--- src/rtl/ptfg_pkg.sv ---
// Shared types and constants of the polyline tube frame generator.
package ptfg_pkg;

   localparam int ONE_Q14 = 16384;
   localparam int DIV_STEPS = 16;
   localparam int SQRT_STEPS = 32;
   localparam int U_LIMIT_LOG2 = 20;
   localparam int V_TARGET_LOG2 = 29;

   typedef enum logic [4:0] {
      OP_NONE,
      OP_CLEAR,
      OP_COMMIT,
      OP_TAN,
      OP_TT,
      OP_HALVE,
      OP_DOT,
      OP_MDU,
      OP_DIV,
      OP_SETV,
      OP_VSHIFT,
      OP_VV,
      OP_SQI,
      OP_SQ,
      OP_NDI,
      OP_SETN,
      OP_LOAD,
      OP_SHOW
   } op_type;

   typedef struct packed {
      op_type     op;
      logic [1:0] comp;
      logic [4:0] step;
      logic       take;
      logic       second;
      logic       one_sided;
      logic       seed;
      logic       last;
   } cmd_type;

   typedef struct packed {
      logic       clear;
      logic       eol;
      logic [1:0] seen;
      logic       tt_pass;
      logic       u_big;
      logic       v_zero;
      logic       v_small;
      logic       out_busy;
   } stat_type;

endpackage

--- src/rtl/ptfg_controller.sv ---
// Sequencing state machine of the tube frame generator.
module ptfg_controller import ptfg_pkg::*; (
   input  logic     clock,
   input  logic     reset,
   input  logic     req_valid,
   output logic     req_ready,
   input  stat_type st,
   output cmd_type  cmd
);

   typedef enum logic [20:0] {
      S_IDLE   = 21'd1 << 0,
      S_DECODE = 21'd1 << 1,
      S_TAN    = 21'd1 << 2,
      S_TT     = 21'd1 << 3,
      S_CHK    = 21'd1 << 4,
      S_SCALE  = 21'd1 << 5,
      S_DOT    = 21'd1 << 6,
      S_MDU    = 21'd1 << 7,
      S_DIV    = 21'd1 << 8,
      S_SETV   = 21'd1 << 9,
      S_VCHK   = 21'd1 << 10,
      S_VSH    = 21'd1 << 11,
      S_VV     = 21'd1 << 12,
      S_SQI    = 21'd1 << 13,
      S_SQ     = 21'd1 << 14,
      S_NDI    = 21'd1 << 15,
      S_SETN   = 21'd1 << 16,
      S_LOAD   = 21'd1 << 17,
      S_SHOW   = 21'd1 << 18,
      S_WAIT   = 21'd1 << 19,
      S_COMMIT = 21'd1 << 20
   } state_type;

   state_type state_ff, state_in;
   logic [4:0] k_ff, k_in;
   logic [1:0] c_ff, c_in;
   logic second_ff, second_in, pend_ff, pend_in, divn_ff, divn_in;
   logic goon_ff, goon_in, last_ff, last_in;

   always_ff @(posedge clock) begin
      if (reset) begin
         state_ff <= S_IDLE;
         k_ff <= '0;
         c_ff <= '0;
         second_ff <= 1'b0;
         pend_ff <= 1'b0;
         divn_ff <= 1'b0;
         goon_ff <= 1'b0;
         last_ff <= 1'b0;
      end else begin
         state_ff <= state_in;
         k_ff <= k_in;
         c_ff <= c_in;
         second_ff <= second_in;
         pend_ff <= pend_in;
         divn_ff <= divn_in;
         goon_ff <= goon_in;
         last_ff <= last_in;
      end
   end

   assign req_ready = (state_ff == S_IDLE);

   always_comb begin
      state_in = state_ff;
      k_in = k_ff;
      c_in = c_ff;
      second_in = second_ff;
      pend_in = pend_ff;
      divn_in = divn_ff;
      goon_in = goon_ff;
      last_in = last_ff;
      cmd.op = OP_NONE;
      cmd.comp = c_ff;
      cmd.step = k_ff;
      cmd.take = 1'b0;
      cmd.second = second_ff;
      cmd.one_sided = second_ff || (st.seen == 2'd1);
      cmd.seed = !second_ff && (st.seen == 2'd1);
      cmd.last = last_ff;
      unique case (state_ff)
         S_IDLE: begin
            cmd.take = 1'b1;
            if (req_valid) state_in = S_DECODE;
         end
         S_DECODE: begin
            second_in = 1'b0;
            pend_in = 1'b0;
            if (st.clear) begin
               cmd.op = OP_CLEAR;
               state_in = S_IDLE;
            end else if (st.seen == 2'd0) begin
               state_in = S_COMMIT;
            end else begin
               state_in = S_TAN;
            end
         end
         S_TAN: begin
            cmd.op = OP_TAN;
            k_in = '0;
            state_in = S_TT;
         end
         S_TT: begin
            cmd.op = OP_TT;
            cmd.comp = k_ff[1:0];
            if (k_ff == 5'd2) state_in = S_CHK;
            else k_in = k_ff + 5'd1;
         end
         S_CHK: begin
            if (second_ff && pend_ff) begin
               last_in = !st.tt_pass;
               goon_in = st.tt_pass;
               state_in = S_SHOW;
            end else if (st.tt_pass) begin
               state_in = S_SCALE;
            end else if (!second_ff && st.eol) begin
               second_in = 1'b1;
               pend_in = 1'b0;
               state_in = S_TAN;
            end else begin
               state_in = S_COMMIT;
            end
         end
         S_SCALE: begin
            if (st.u_big) begin
               cmd.op = OP_HALVE;
            end else begin
               k_in = '0;
               state_in = S_DOT;
            end
         end
         S_DOT: begin
            cmd.op = OP_DOT;
            cmd.comp = k_ff[1:0];
            if (k_ff == 5'd2) begin
               c_in = '0;
               state_in = S_MDU;
            end else begin
               k_in = k_ff + 5'd1;
            end
         end
         S_MDU: begin
            cmd.op = OP_MDU;
            divn_in = 1'b0;
            k_in = 5'(DIV_STEPS - 1);
            state_in = S_DIV;
         end
         S_DIV: begin
            cmd.op = OP_DIV;
            if (k_ff == 5'd0) state_in = divn_ff ? S_SETN : S_SETV;
            else k_in = k_ff - 5'd1;
         end
         S_SETV: begin
            cmd.op = OP_SETV;
            if (c_ff == 2'd2) begin
               state_in = S_VCHK;
            end else begin
               c_in = c_ff + 2'd1;
               state_in = S_MDU;
            end
         end
         S_VCHK: begin
            state_in = st.v_zero ? S_LOAD : S_VSH;
         end
         S_VSH: begin
            if (st.v_small) begin
               cmd.op = OP_VSHIFT;
            end else begin
               k_in = '0;
               state_in = S_VV;
            end
         end
         S_VV: begin
            cmd.op = OP_VV;
            cmd.comp = k_ff[1:0];
            if (k_ff == 5'd2) state_in = S_SQI;
            else k_in = k_ff + 5'd1;
         end
         S_SQI: begin
            cmd.op = OP_SQI;
            k_in = 5'(SQRT_STEPS - 1);
            state_in = S_SQ;
         end
         S_SQ: begin
            cmd.op = OP_SQ;
            if (k_ff == 5'd0) begin
               c_in = '0;
               state_in = S_NDI;
            end else begin
               k_in = k_ff - 5'd1;
            end
         end
         S_NDI: begin
            cmd.op = OP_NDI;
            divn_in = 1'b1;
            k_in = 5'(DIV_STEPS - 1);
            state_in = S_DIV;
         end
         S_SETN: begin
            cmd.op = OP_SETN;
            if (c_ff == 2'd2) begin
               state_in = S_LOAD;
            end else begin
               c_in = c_ff + 2'd1;
               state_in = S_NDI;
            end
         end
         S_LOAD: begin
            cmd.op = OP_LOAD;
            if (second_ff) begin
               last_in = 1'b1;
               goon_in = 1'b0;
               state_in = S_SHOW;
            end else if (st.eol) begin
               second_in = 1'b1;
               pend_in = 1'b1;
               state_in = S_TAN;
            end else begin
               last_in = 1'b0;
               goon_in = 1'b0;
               state_in = S_SHOW;
            end
         end
         S_SHOW: begin
            cmd.op = OP_SHOW;
            state_in = S_WAIT;
         end
         S_WAIT: begin
            if (!st.out_busy) begin
               pend_in = 1'b0;
               state_in = goon_ff ? S_SCALE : S_COMMIT;
            end
         end
         S_COMMIT: begin
            cmd.op = OP_COMMIT;
            state_in = S_IDLE;
         end
         default: begin
            state_in = S_IDLE;
         end
      endcase
   end

endmodule

--- config.mk ---
export PLATFORM = sky130hd
export DESIGN_NAME = ptfg_controller
export DESIGN_NICKNAME = d
export VERILOG_FILES = /design/src/rtl/ptfg_pkg.sv /design/src/rtl/ptfg_controller.sv
export SDC_FILE = /design/constraint.sdc
export NUM_CORES = 1
export LEC_CHECK = 0
export BUFFER_PORTS_ARGS = -buffer_cell sky130_fd_sc_hd__buf_2
export CAP_MARGIN = 20
export CORE_ASPECT_RATIO = 1.1
export CORE_UTILIZATION = 41
export CTS_CLUSTER_DIAMETER = 80
export DETAILED_ROUTE_END_ITERATION = 12
export PLACE_DENSITY = 0.69
export SETUP_SLACK_MARGIN = 0.5
export SLEW_MARGIN = 30
export SYNTH_ARGS = -nofsm -noshare
export SYNTH_HDL_FRONTEND = slang
export SYNTH_SLANG_ARGS = --single-unit
--- constraint.sdc ---
create_clock -name clock -period 5.5 [get_ports clock]
set_input_delay 0.825 -clock clock [delete_from_list [all_inputs] [get_ports clock]]
set_output_delay 0.825 -clock clock [all_outputs]
set_load 0.02 [all_outputs]
==> results.txt, run 1 <==
Leak pwr -> 0.00104 uW
R2r startpoint -> state_ff[12]
Tmin final -> 3.94 ns
Startpoint of the worst hold path -> divn_ff
IO Pins -> 30
Vias/cell -> 6.11
Core area -> 5540 um^2
Die width -> 75.2 um
Startpoint Class -> flop
Die H -> 82.5 um
Final hold slack -> 0.490 ns
Final wirelength -> 6870 um
Cell area power density -> 214 nW/um^2
Synth cell types -> 56
Worst slew pin tran -> 0.908 ns
CP endpoint kind -> output port
RSZ-0062 raised after global routing -> false
Area of the die -> 6210 um^2
Worst rel slew slack -> 0.379
Async set or reset register ratio after synthesis -> 0
NumNets Final -> 350
Most frequent cells in the layout -> nor2_1 (33), dfxtp_1 (33), nand2_1 (30), buf_2 (29), a21oi_1 (28)
Critical path class -> reg2out
Data required, critical path -> 4.68 ns
Clk sinks -> 33
DP Cell Count -> 400
Initial core utilization -> 0.437
Mapped Area -> 2420 um^2
Post-route ant nets -> 0
Most used DFF post-synth -> dfxtp_1
Later-pin clock latency in the skew report -> 0.29 ns
Ant. Diodes -> 0
Antenna violations before repair -> 0
Syn avg cell area -> 7.80 um^2
HP Class -> reg2reg
Vias in the first global route -> 2259
Critical path origin -> state_ff[8]
Largest net degree at the start of global routing -> 23
Worst VDD drop -> 0.146 mV
FP Rows -> 28
CP max stage cell -> nor3_1
Period utilization -> 0.716
Max-cap viol count -> 0
# hold bufs at CTS -> 0
Final std cells w/o fill -> 407
CTS tree -> yes
Syn_nets -> 328
Synth Instances -> 310
WL/cell -> 16.9 um
Layout fillers -> 613
Clock root buffer -> clkbuf_8
Clock buffer depth -> 2
IO Port Bufs -> 29
First-pass GRT wire length -> 11000 um
Post-synthesis sequential element count -> 33
Highest clock rate -> 0.254 GHz
Slew Viols, Final -> 0
Seq/Total Area, Yosys -> 0.273
Final Skew -> 0.0103 ns
Final-report hold violation count -> 0
1st-pass router iterations -> 4
DR iter-0 viols -> 184
Arr. time, crit path -> 3.11 ns
# resized after CTS -> 0
Total GRT Usage -> 0.239
Status -> finished, final reports clean
Vias post-DR -> 2485
# DRC -> 0
Post-synth EDFFs -> 0
Overflow after GRT -> 0
Worst-path clk slew -> 0.06 ns
Buffer count from post-CTS setup fixing -> 0
TNS Setup -> 0 ns
Worst-path cell chain -> nor4_4, nand4_1, nor3_1, nor4_1, nand3_1, buf_2
Dpl hpwl -> 5210 um
Crit Path Max Fanout -> 12
Num CTS Buffers -> 5
Layout cells sized above 1 -> 0.178
Max incr delay on CP -> 0.84 ns
Synth Warn # -> 0
Final setup fails -> 0
CTS H-tree depth -> 2
Synthesis-to-layout area growth -> 9.37%
GPL Wtd Cong -> 0.947
final timing paths:
path / to / slack, ns / cells past startpoint
setup reg to reg: k_ff[4] / 2.05 / 12
hold / removal: state_ff[9] / 0.49 / 1
hold reg to reg: state_ff[9] / 0.49 / 1
setup / recovery: cmd[12] / 1.56 / 6
routing by layer:
metal / wire length [um] / part of all wire / vias to the layer above / global-route usage
met5: 0 / 0 / - / 0
met4: 281 / 0.041 / 0 / 0.130
met3: 409 / 0.060 / 25 / 0.0400
met2: 3080 / 0.45 / 95 / 0.384
met1: 3100 / 0.45 / 1148 / 0.305
li1: - / - / 1217 / -
final cells by class:
cell class / instances / area, um^2 / share of cell area
Sequential cell: 33 / 661 / 0.250
Timing Repair Buffer: 31 / 160 / 0.0606
Clock buffer: 7 / 86.3 / 0.0327
Tap cell: 75 / 93.8 / 0.0355
Multi-Input combinational cell: 251 / 1610 / 0.607
Inverter: 10 / 37.5 / 0.0142
critical path: cells and delay by family, from the launching register on:
kind	cells	cell delay, ns
AND/OR/NAND/NOR	5	2.26
flip-flops	1	0.39
buffers and inverters	1	0.16
cells in the mapped netlist, drive strengths merged, types with 6 or more instances:
| library cell | instances | area share |
|---|---|---|
| buf | 13 | 0.042 |
| nor3 | 19 | 0.039 |
| inv | 10 | 0.016 |
| nand4 | 8 | 0.027 |
| nor4b | 12 | 0.050 |
| nor2 | 33 | 0.051 |
| a211oi | 6 | 0.019 |
| o21ai | 9 | 0.019 |
| nor4 | 12 | 0.050 |
| a21oi | 28 | 0.058 |
| or4 | 6 | 0.019 |
| dfxtp | 33 | 0.27 |
| nand3 | 19 | 0.039 |
| nand2 | 31 | 0.049 |
flip-flops by register name, summed over array words and instances, names as in the netlist:
signal     cells
state_ff      21
k_ff           5
c_ff           2
divn_ff        1
goon_ff        1
last_ff        1
pend_ff        1
second_ff      1
cells by family (layout without fill, tap and decap cells):
kind of cell             after synthesis  after routing  share of synthesized area
XOR/XNOR                               6              6                     0.0217
adder cells (fa/ha/maj)                6              6                     0.0342
AO/OA/AOI/OAI                         69             69                      0.186
buffers and inverters                 26             48                     0.0652
flip-flops                            33             33                      0.273
AND/OR/NAND/NOR                      170            170                      0.419
power by group:
| group | internal [uW] | leakage [uW] | total (uW) | switching (uW) |
|---|---|---|---|---|
| Clock | 99.2 | 0.0000443 | 186 | 86.8 |
| Sequential | 244 | 0.000266 | 254 | 9.48 |
| Combinational | 41.1 | 0.000731 | 127 | 85.4 |
| Total | 384 | 0.00104 | 566 | 182 |
metrics by stage:
step / power, uW / area (um^2) / worst slack (ns) / util
floorplan: 347 / 2420 / 2.65 / -
global placement: 382 / 2560 / 2.01 / 0.462
detailed placement: 381 / 2560 / 1.95 / 0.462
CTS: 567 / 2640 / 1.58 / 0.478
global route: 588 / 2640 / 1.33 / 0.478
finish: 566 / 2640 / 1.56 / 0.478
(Power assumes the default switching activity.)
==> run 2, diff against run 1 <==
- ABC_AREA: not set -> 1
- PLACE_DENSITY: 0.69 -> 0.7
- clock period: 5.5 -> 3.4 ns (I/O delays scaled with it)
==> results.txt, run 2 <==
CTS tree -> yes (unchanged)
Post-synth EDFFs -> 0 (unchanged)
Buf+Inv Stages, Crit Path -> 3 (was 1)
Buffer count from post-CTS setup fixing -> 0 (unchanged)
Final Skew -> 0.00485 ns (was 0.0103 ns)
# hold bufs at CTS -> 0 (unchanged)
Synthesis-to-layout area growth -> 9.80% (was 9.37%)
Top flop regs -> state_ff (21), k_ff (5), c_ff (2) (unchanged)
Mapped Area -> 2820 um^2 (was 2420 um^2)
Max incr delay on CP -> 0.32 ns (was 0.84 ns)
Die width -> 81.1 um (was 75.2 um)
Dpl hpwl -> 5950 um (was 5210 um)
Highest clock rate -> 0.386 GHz
Final setup fails -> 0 (unchanged)
Startpoint of the worst hold path -> divn_ff (unchanged)
Post-synth top area cell -> dfxtp_1 (unchanged)
FP Rows -> 31 (was 28)
IO Pins -> 30 (unchanged)
Top delay family on crit path -> simple AND/OR/NAND/NOR gates (unchanged)
CP endpoint kind -> output port (unchanged)
Cell area power density -> 541 nW/um^2 (was 214 nW/um^2)
Yosys top cell area share -> 0.234 (was 0.273)
DR iter-0 viols -> 183 (was 184)
NumNets Final -> 494 (was 350)
Synth Instances -> 445 (was 310)
RSZ-0062 raised after global routing -> false (unchanged)
Core area -> 6630 um^2 (was 5540 um^2)
Syn avg cell area -> 6.34 um^2 (was 7.80 um^2)
Ant. Diodes -> 0 (unchanged)
Largest net degree at the start of global routing -> 22 (was 23)
WL/cell -> 13.5 um (was 16.9 um)
Period utilization -> 0.761
First-pass GRT wire length -> 12200 um (was 11000 um)
Most used DFF post-synth -> dfxtp_1 (unchanged)
Leak pwr -> 0.00165 uW (was 0.00104 uW)
Tmin final -> 2.59 ns
IO Port Bufs -> 29 (unchanged)
Worst rel slew slack -> 0.478 (was 0.379)
Final-report hold violation count -> 0 (unchanged)
Place WS -> 0.729 ns (was 1.95 ns)
Largest register FFs -> 21 (unchanged)
Data required, critical path -> 2.89 ns (was 4.68 ns)
Status -> finished, final reports clean (unchanged)
Clock buffer depth -> 2 (unchanged)
Most frequent cells in the layout -> nand2_1 (93), inv_1 (71), nor2_1 (62), nand3_1 (43), dfxtp_1 (33) (was nor2_1 (33), dfxtp_1 (33), nand2_1 (30), buf_2 (29), a21oi_1 (28))
Worst VDD drop -> 0.373 mV (was 0.146 mV)
Clk sinks -> 33 (unchanged)
1st-pass router iterations -> 7 (was 4)
Async set or reset register ratio after synthesis -> 0 (unchanged)
Crit Path Max Fanout -> 15 (was 12)
Area of the die -> 7210 um^2 (was 6210 um^2)
Worst slew pin tran -> 0.782 ns (was 0.908 ns)
Overflow after GRT -> 0 (unchanged)
Die H -> 89.0 um (was 82.5 um)
HP Class -> reg2reg (unchanged)
Worst-path cell chain -> nor2_2, nand2_4, nor2_8, nand3_1, nor2_1, inv_2, nand2_1, inv_1, nand4_1, buf_2 (was nor4_4, nand4_1, nor3_1, nor4_1, nand3_1, buf_2)
GPL Wtd Cong -> 0.943 (was 0.947)
CP max stage cell -> dfxtp_1 (was nor3_1)
Syn_nets -> 463 (was 328)
Num CTS Buffers -> 5 (unchanged)
Top cells by count, synth -> nand2_1 (93), inv_1 (71), nor2_1 (62), nand3_1 (43), dfxtp_1 (33) (was dfxtp_1 (33), nor2_1 (33), nand2_1 (30), a21oi_1 (28))
Reg2reg setup slack -> 0.83 ns (was 2.05 ns)
# resized after CTS -> 0 (unchanged)
TNS Setup -> 0 ns (unchanged)
Top post-synthesis cells by area -> dfxtp_1 (23%), nand2_1 (12%), inv_1 (9.4%), nor2_1 (8.3%), nand3_1 (7.6%) (was dfxtp_1 (27%), a21oi_1 (5.8%), nor2_1 (5.1%), nand2_1 (4.7%), nor4b_1 (4.0%))
Final WS setup -> 0.812 ns (was 1.56 ns)
CTS H-tree depth -> 2 (unchanged)
Total GRT Usage -> 0.222 (was 0.239)
Slew Viols, Final -> 0 (unchanged)
Vias/cell -> 5.20 (was 6.11)
Max-cap viol count -> 0 (unchanged)
Commonest non-fill, non-tap cell in the layout -> nand2_1
Initial core utilization -> 0.425 (was 0.437)
Vias in the first global route -> 2595 (was 2259)
# DRC -> 0 (unchanged)
Arr. time, crit path -> 2.08 ns (was 3.11 ns)
Final wirelength -> 7520 um (was 6870 um)
Synth Warn # -> 0 (unchanged)
Startpoint Class -> flop (unchanged)
Synth cell types -> 38 (was 56)
Antenna violations before repair -> 0 (unchanged)
Later-pin clock latency in the skew report -> 0.29 ns (about the same)
Critical path origin -> state_ff[14] (was state_ff[8])
Worst-path clk slew -> 0.07 ns (was 0.06 ns)
Critical path class -> reg2out (unchanged)
Post-route ant nets -> 0 (unchanged)
Seq/Total Area, Yosys -> 0.234 (was 0.273)
Post-synthesis sequential element count -> 33 (unchanged)
R2r startpoint -> state_ff[10] (was state_ff[12])
Clock root buffer -> clkbuf_8 (unchanged)
Vias post-DR -> 2899 (was 2485)
Layout cells sized above 1 -> 0.211 (was 0.178)
Count leader, synth -> nand2_1
Top reg by flops -> state_ff (unchanged)
## run 2: cell count changes after synthesis, moves of 7 or more
cell and delta:
nand2_1 +63, nor4_1 -7, nor3_1 -11, nor4b_1 -11
inv_2 +7, a21oi_1 -10, nand2_2 +9, nor2_2 +12
nand3_1 +24, nor2_1 +29, inv_1 +61
## run 2: worst min-delay path: stages, from the launching register on
cell     delay, ns
dfxtp_1       0.33
inv_1         0.05
nor4_1        0.04
## run 2: metrics by stage
step                utilization  instance area (um^2)  total power (uW)  std cells  hold slack (ns)
global route              0.467                  3100              1790        557            0.480
CTS                       0.462                  3070              1660        553            0.466
global placement          0.451                  2990              1370        547            0.451
finish                    0.467                  3100              1670        557            0.467
detailed placement        0.451                  2990              1380        547            0.451
floorplan                     -                  2820              1200        445            0.421
## run 2: cells by family (layout without fill, tap and decap cells)
| kind of cell | after synthesis | after routing | synth area share |
|---|---|---|---|
| buffers and inverters | 89 | 119 | 0.136 |
| AO/OA/AOI/OAI | 45 | 45 | 0.0963 |
| flip-flops | 33 | 33 | 0.234 |
| XOR/XNOR | 3 | 3 | 0.00932 |
| AND/OR/NAND/NOR | 269 | 269 | 0.495 |
| adder cells (fa/ha/maj) | 6 | 6 | 0.0293 |
## run 2: path summary, 6_finish.rpt
path / to / depth (start not counted)
min reg2reg: state_ff[16] / 2
max: cmd[13] / 10
max reg2reg: k_ff[4] / 14
min: state_ff[16] / 2
## run 2: final cells by class
| cell class | instances | area, um^2 |
|---|---|---|
| timing repair buffer | 35 | 190 |
| clock buffer | 5 | 68.8 |
| sequential | 33 | 661 |
| clock inverter | 1 | 5.00 |
| multi-input combinational | 323 | 1780 |
| inverter | 78 | 293 |
| fill | 675 | 3540 |
| tap | 82 | 103 |
## run 2: metal layers
metal  routed length (um)  global-route usage
met1                 3370               0.295
met2                 3500               0.360
met3                  518              0.0408
met4                  134              0.0763
met5                    0                   0
## run 2: power breakdown
group          total (uW)  internal [uW]  switching [uW]
combinational         922            278             644
clock                 273            135             139
sequential            480            434            46.1
total                1670            846             829
==> run 3, diff against run 2 <==
- PLACE_DENSITY: 0.7 -> 0.68
- clock period: 3.4 -> 2.4 ns (I/O delays scaled with it)
==> results.txt, run 3 (synthesis results as in run 2) <==
Total GRT Usage -> 0.275 (was 0.222)
Final WS setup -> -0.0164 ns (was 0.812 ns)
Clk pwr share -> 0.127 (was 0.163)
DR iter-0 viols -> 376 (was 183)
Arr. time, crit path -> 2.06 ns (was 2.08 ns)
Layout cells sized above 1 -> 0.457 (was 0.211)
Tmin final -> 2.42 ns
Int Pwr -> 1680 uW (was 846 uW)
Final-report hold violation count -> 0 (unchanged)
Vias/cell -> 5.67 (was 5.20)
Status -> finished, violations left (was finished, final reports clean)
Clock root buffer -> clkbuf_8 (unchanged)
Largest register FFs -> 21 (unchanged)
Top flop regs -> state_ff (21), k_ff (5), c_ff (2) (unchanged)
IO Port Bufs -> 29 (unchanged)
NumNets Final -> 564 (was 494)
Failing checks -> negative setup slack
Most frequent cells in the layout -> nand2_1 (79), inv_1 (63), buf_4 (62), nor2_1 (47), nand3_1 (34) (was nand2_1 (93), inv_1 (71), nor2_1 (62), nand3_1 (43), dfxtp_1 (33))
Final wirelength -> 10800 um (was 7520 um)
# hold bufs at CTS -> 0 (unchanged)
Leak pwr -> 0.00207 uW (was 0.00165 uW)
Clock buffer depth -> 2 (unchanged)
Highest clock rate -> 0.414 GHz
Num CTS Buffers -> 5 (unchanged)
GPL Wtd Cong -> 0.947 (was 0.943)
IO Pins -> 30 (unchanged)
Dpl hpwl -> 5940 um (was 5950 um)
Final std cells w/o fill -> 629 (was 557)
Ant. Diodes -> 0 (unchanged)
Final Skew -> 0.00905 ns (was 0.00485 ns)
Synthesis-to-layout area growth -> 48.4% (was 9.80%)
# DRC -> 0 (unchanged)
Period utilization -> 1.01
First-pass GRT wire length -> 14700 um (was 12200 um)
Crit Path Max Fanout -> 5 (was 15)
Post-route ant nets -> 0 (unchanged)
Layout fillers -> 502 (was 675)
WL/cell -> 17.1 um (was 13.5 um)
Commonest non-fill, non-tap cell in the layout -> nand2_1 (unchanged)
Net switching power -> 1630 uW (was 829 uW)
CTS H-tree depth -> 2 (unchanged)
CP endpoint kind -> output port (unchanged)
Area taken by multi-input logic gates -> 2180 um^2 (was 1780 um^2)
Overflow after GRT -> 0 (unchanged)
Worst-path clk slew -> 0.07 ns (about the same)
Worst rel slew slack -> 0.666 (was 0.478)
Core area -> 6630 um^2 (unchanged)
Top reg by flops -> state_ff (unchanged)
Net Sw Frac -> 0.492 (was 0.495)
Vias in the first global route -> 3107 (was 2595)
HP Class -> in2reg (was reg2reg)
Overall power -> 3310 uW (was 1670 uW)
Slew Viols, Final -> 0 (unchanged)
Register area -> 693 um^2 (was 661 um^2)
Reg power frac -> 0.212 (was 0.287)
Clk sinks -> 33 (unchanged)
FP Rows -> 31 (unchanged)
Vias post-DR -> 3567 (was 2899)
Final setup fails -> 1 (was 0)
Critical path class -> reg2out (unchanged)
TNS Setup -> -0.0164 ns (was 0 ns)
Data required, critical path -> 2.04 ns (was 2.89 ns)
RSZ-0062 raised after global routing -> true (was false)
Area of the die -> 7210 um^2 (unchanged)
Worst VDD drop -> 0.407 mV (was 0.373 mV)
Max-cap viol count -> 0 (unchanged)
Initial core utilization -> 0.425 (unchanged)
CTS tree -> yes (unchanged)
Final hold slack -> 0.403 ns (was 0.467 ns)
Die H -> 89.0 um (unchanged)
Die width -> 81.1 um (unchanged)
Cell area power density -> 792 nW/um^2 (was 541 nW/um^2)
Later-pin clock latency in the skew report -> 0.30 ns (was 0.29 ns)
Antenna violations before repair -> 0 (unchanged)
Worst slew pin tran -> 0.499 ns (was 0.782 ns)
Largest net degree at the start of global routing -> 14 (was 22)
Startpoint Class -> flop (unchanged)
DP Cell Count -> 552 (was 547)
Logic pwr share -> 0.661 (was 0.550)
1st-pass router iterations -> 8 (was 7)
run 3: cell types whose count changed in the layout (fill, tap and decap cells not counted), moves of 14 or more:
| cell | change |
|---|---|
| dfxtp_1 | -20 |
| dfxtp_2 | +17 |
| nor2_4 | +18 |
| buf_4 | +56 |
| nand2_1 | -14 |
| nor2_1 | -15 |
| buf_6 | +18 |
run 3: worst max-delay path, cell delays in order (launching register included):
cell and delay (ns):
dfxtp_2 0.38, nor2_4 0.05, nand2_2 0.14, clkinvlp_4 0.23
nand3_4 0.16, nor2_4 0.05, inv_2 0.09, nand2_2 0.07
inv_2 0.07, nand4_1 0.27, buf_6 0.25
run 3: final timing paths:
path                                  start      endpoint  slack, ns  depth (start not counted)
worst max register to register  state_ff[7]       k_ff[2]       0.09                         13
worst min-delay path                  st[2]  state_ff[11]       0.40                          4
worst max-delay path            state_ff[0]       cmd[13]      -0.02                         10
worst min register to register      last_ff       last_ff       0.46                          2
run 3: area by class of cell:
| cell class | instances | area share |
|---|---|---|
| well taps | 82 | 0.0245 |
| clock buffers | 6 | 0.0173 |
| clock inverters | 2 | 0.00239 |
| flip-flops and latches | 33 | 0.166 |
| repair buffers | 103 | 0.196 |
| multi-input cells | 325 | 0.521 |
| inverters | 78 | 0.0733 |
run 3: repair_timing:
action | CTS | global route
buffers inserted | 47 | 19
cloned | 2 | 1
endpoints found under the setup margin | 33 | 38
resized for setup | 102 | 54
pin swaps | 40 | 34
run 3: routing by layer:
| layer | track usage | share of wire | vias to the layer above |
|---|---|---|---|
| li1 | - | - | 1618 |
| met1 | 0.309 | 0.37 | 1621 |
| met2 | 0.468 | 0.48 | 247 |
| met3 | 0.0643 | 0.084 | 81 |
| met4 | 0.174 | 0.066 | 0 |
| met5 | 0 | 0 | - |
run 3: through the flow:
step	util	cell area (um^2)	setup slack, ns
detailed placement	0.459	3040	0.143
finish	0.631	4180	-0.0164
global placement	0.459	3040	0.215
CTS	0.579	3840	0.232
floorplan	-	2830	0.251
global route	0.631	4180	-0.0711
run 3: power by group through the flow:
stage          logic, uW  clock network (uW)  registers (uW)
3_5_place_dp        1300                   0             691
2_1_floorplan        999                   0             718
3_3_place_gp        1300                   0             688
4_1_cts             1770                 420             685
5_1_grt             2320                 438             714
6_report            2190                 420             703
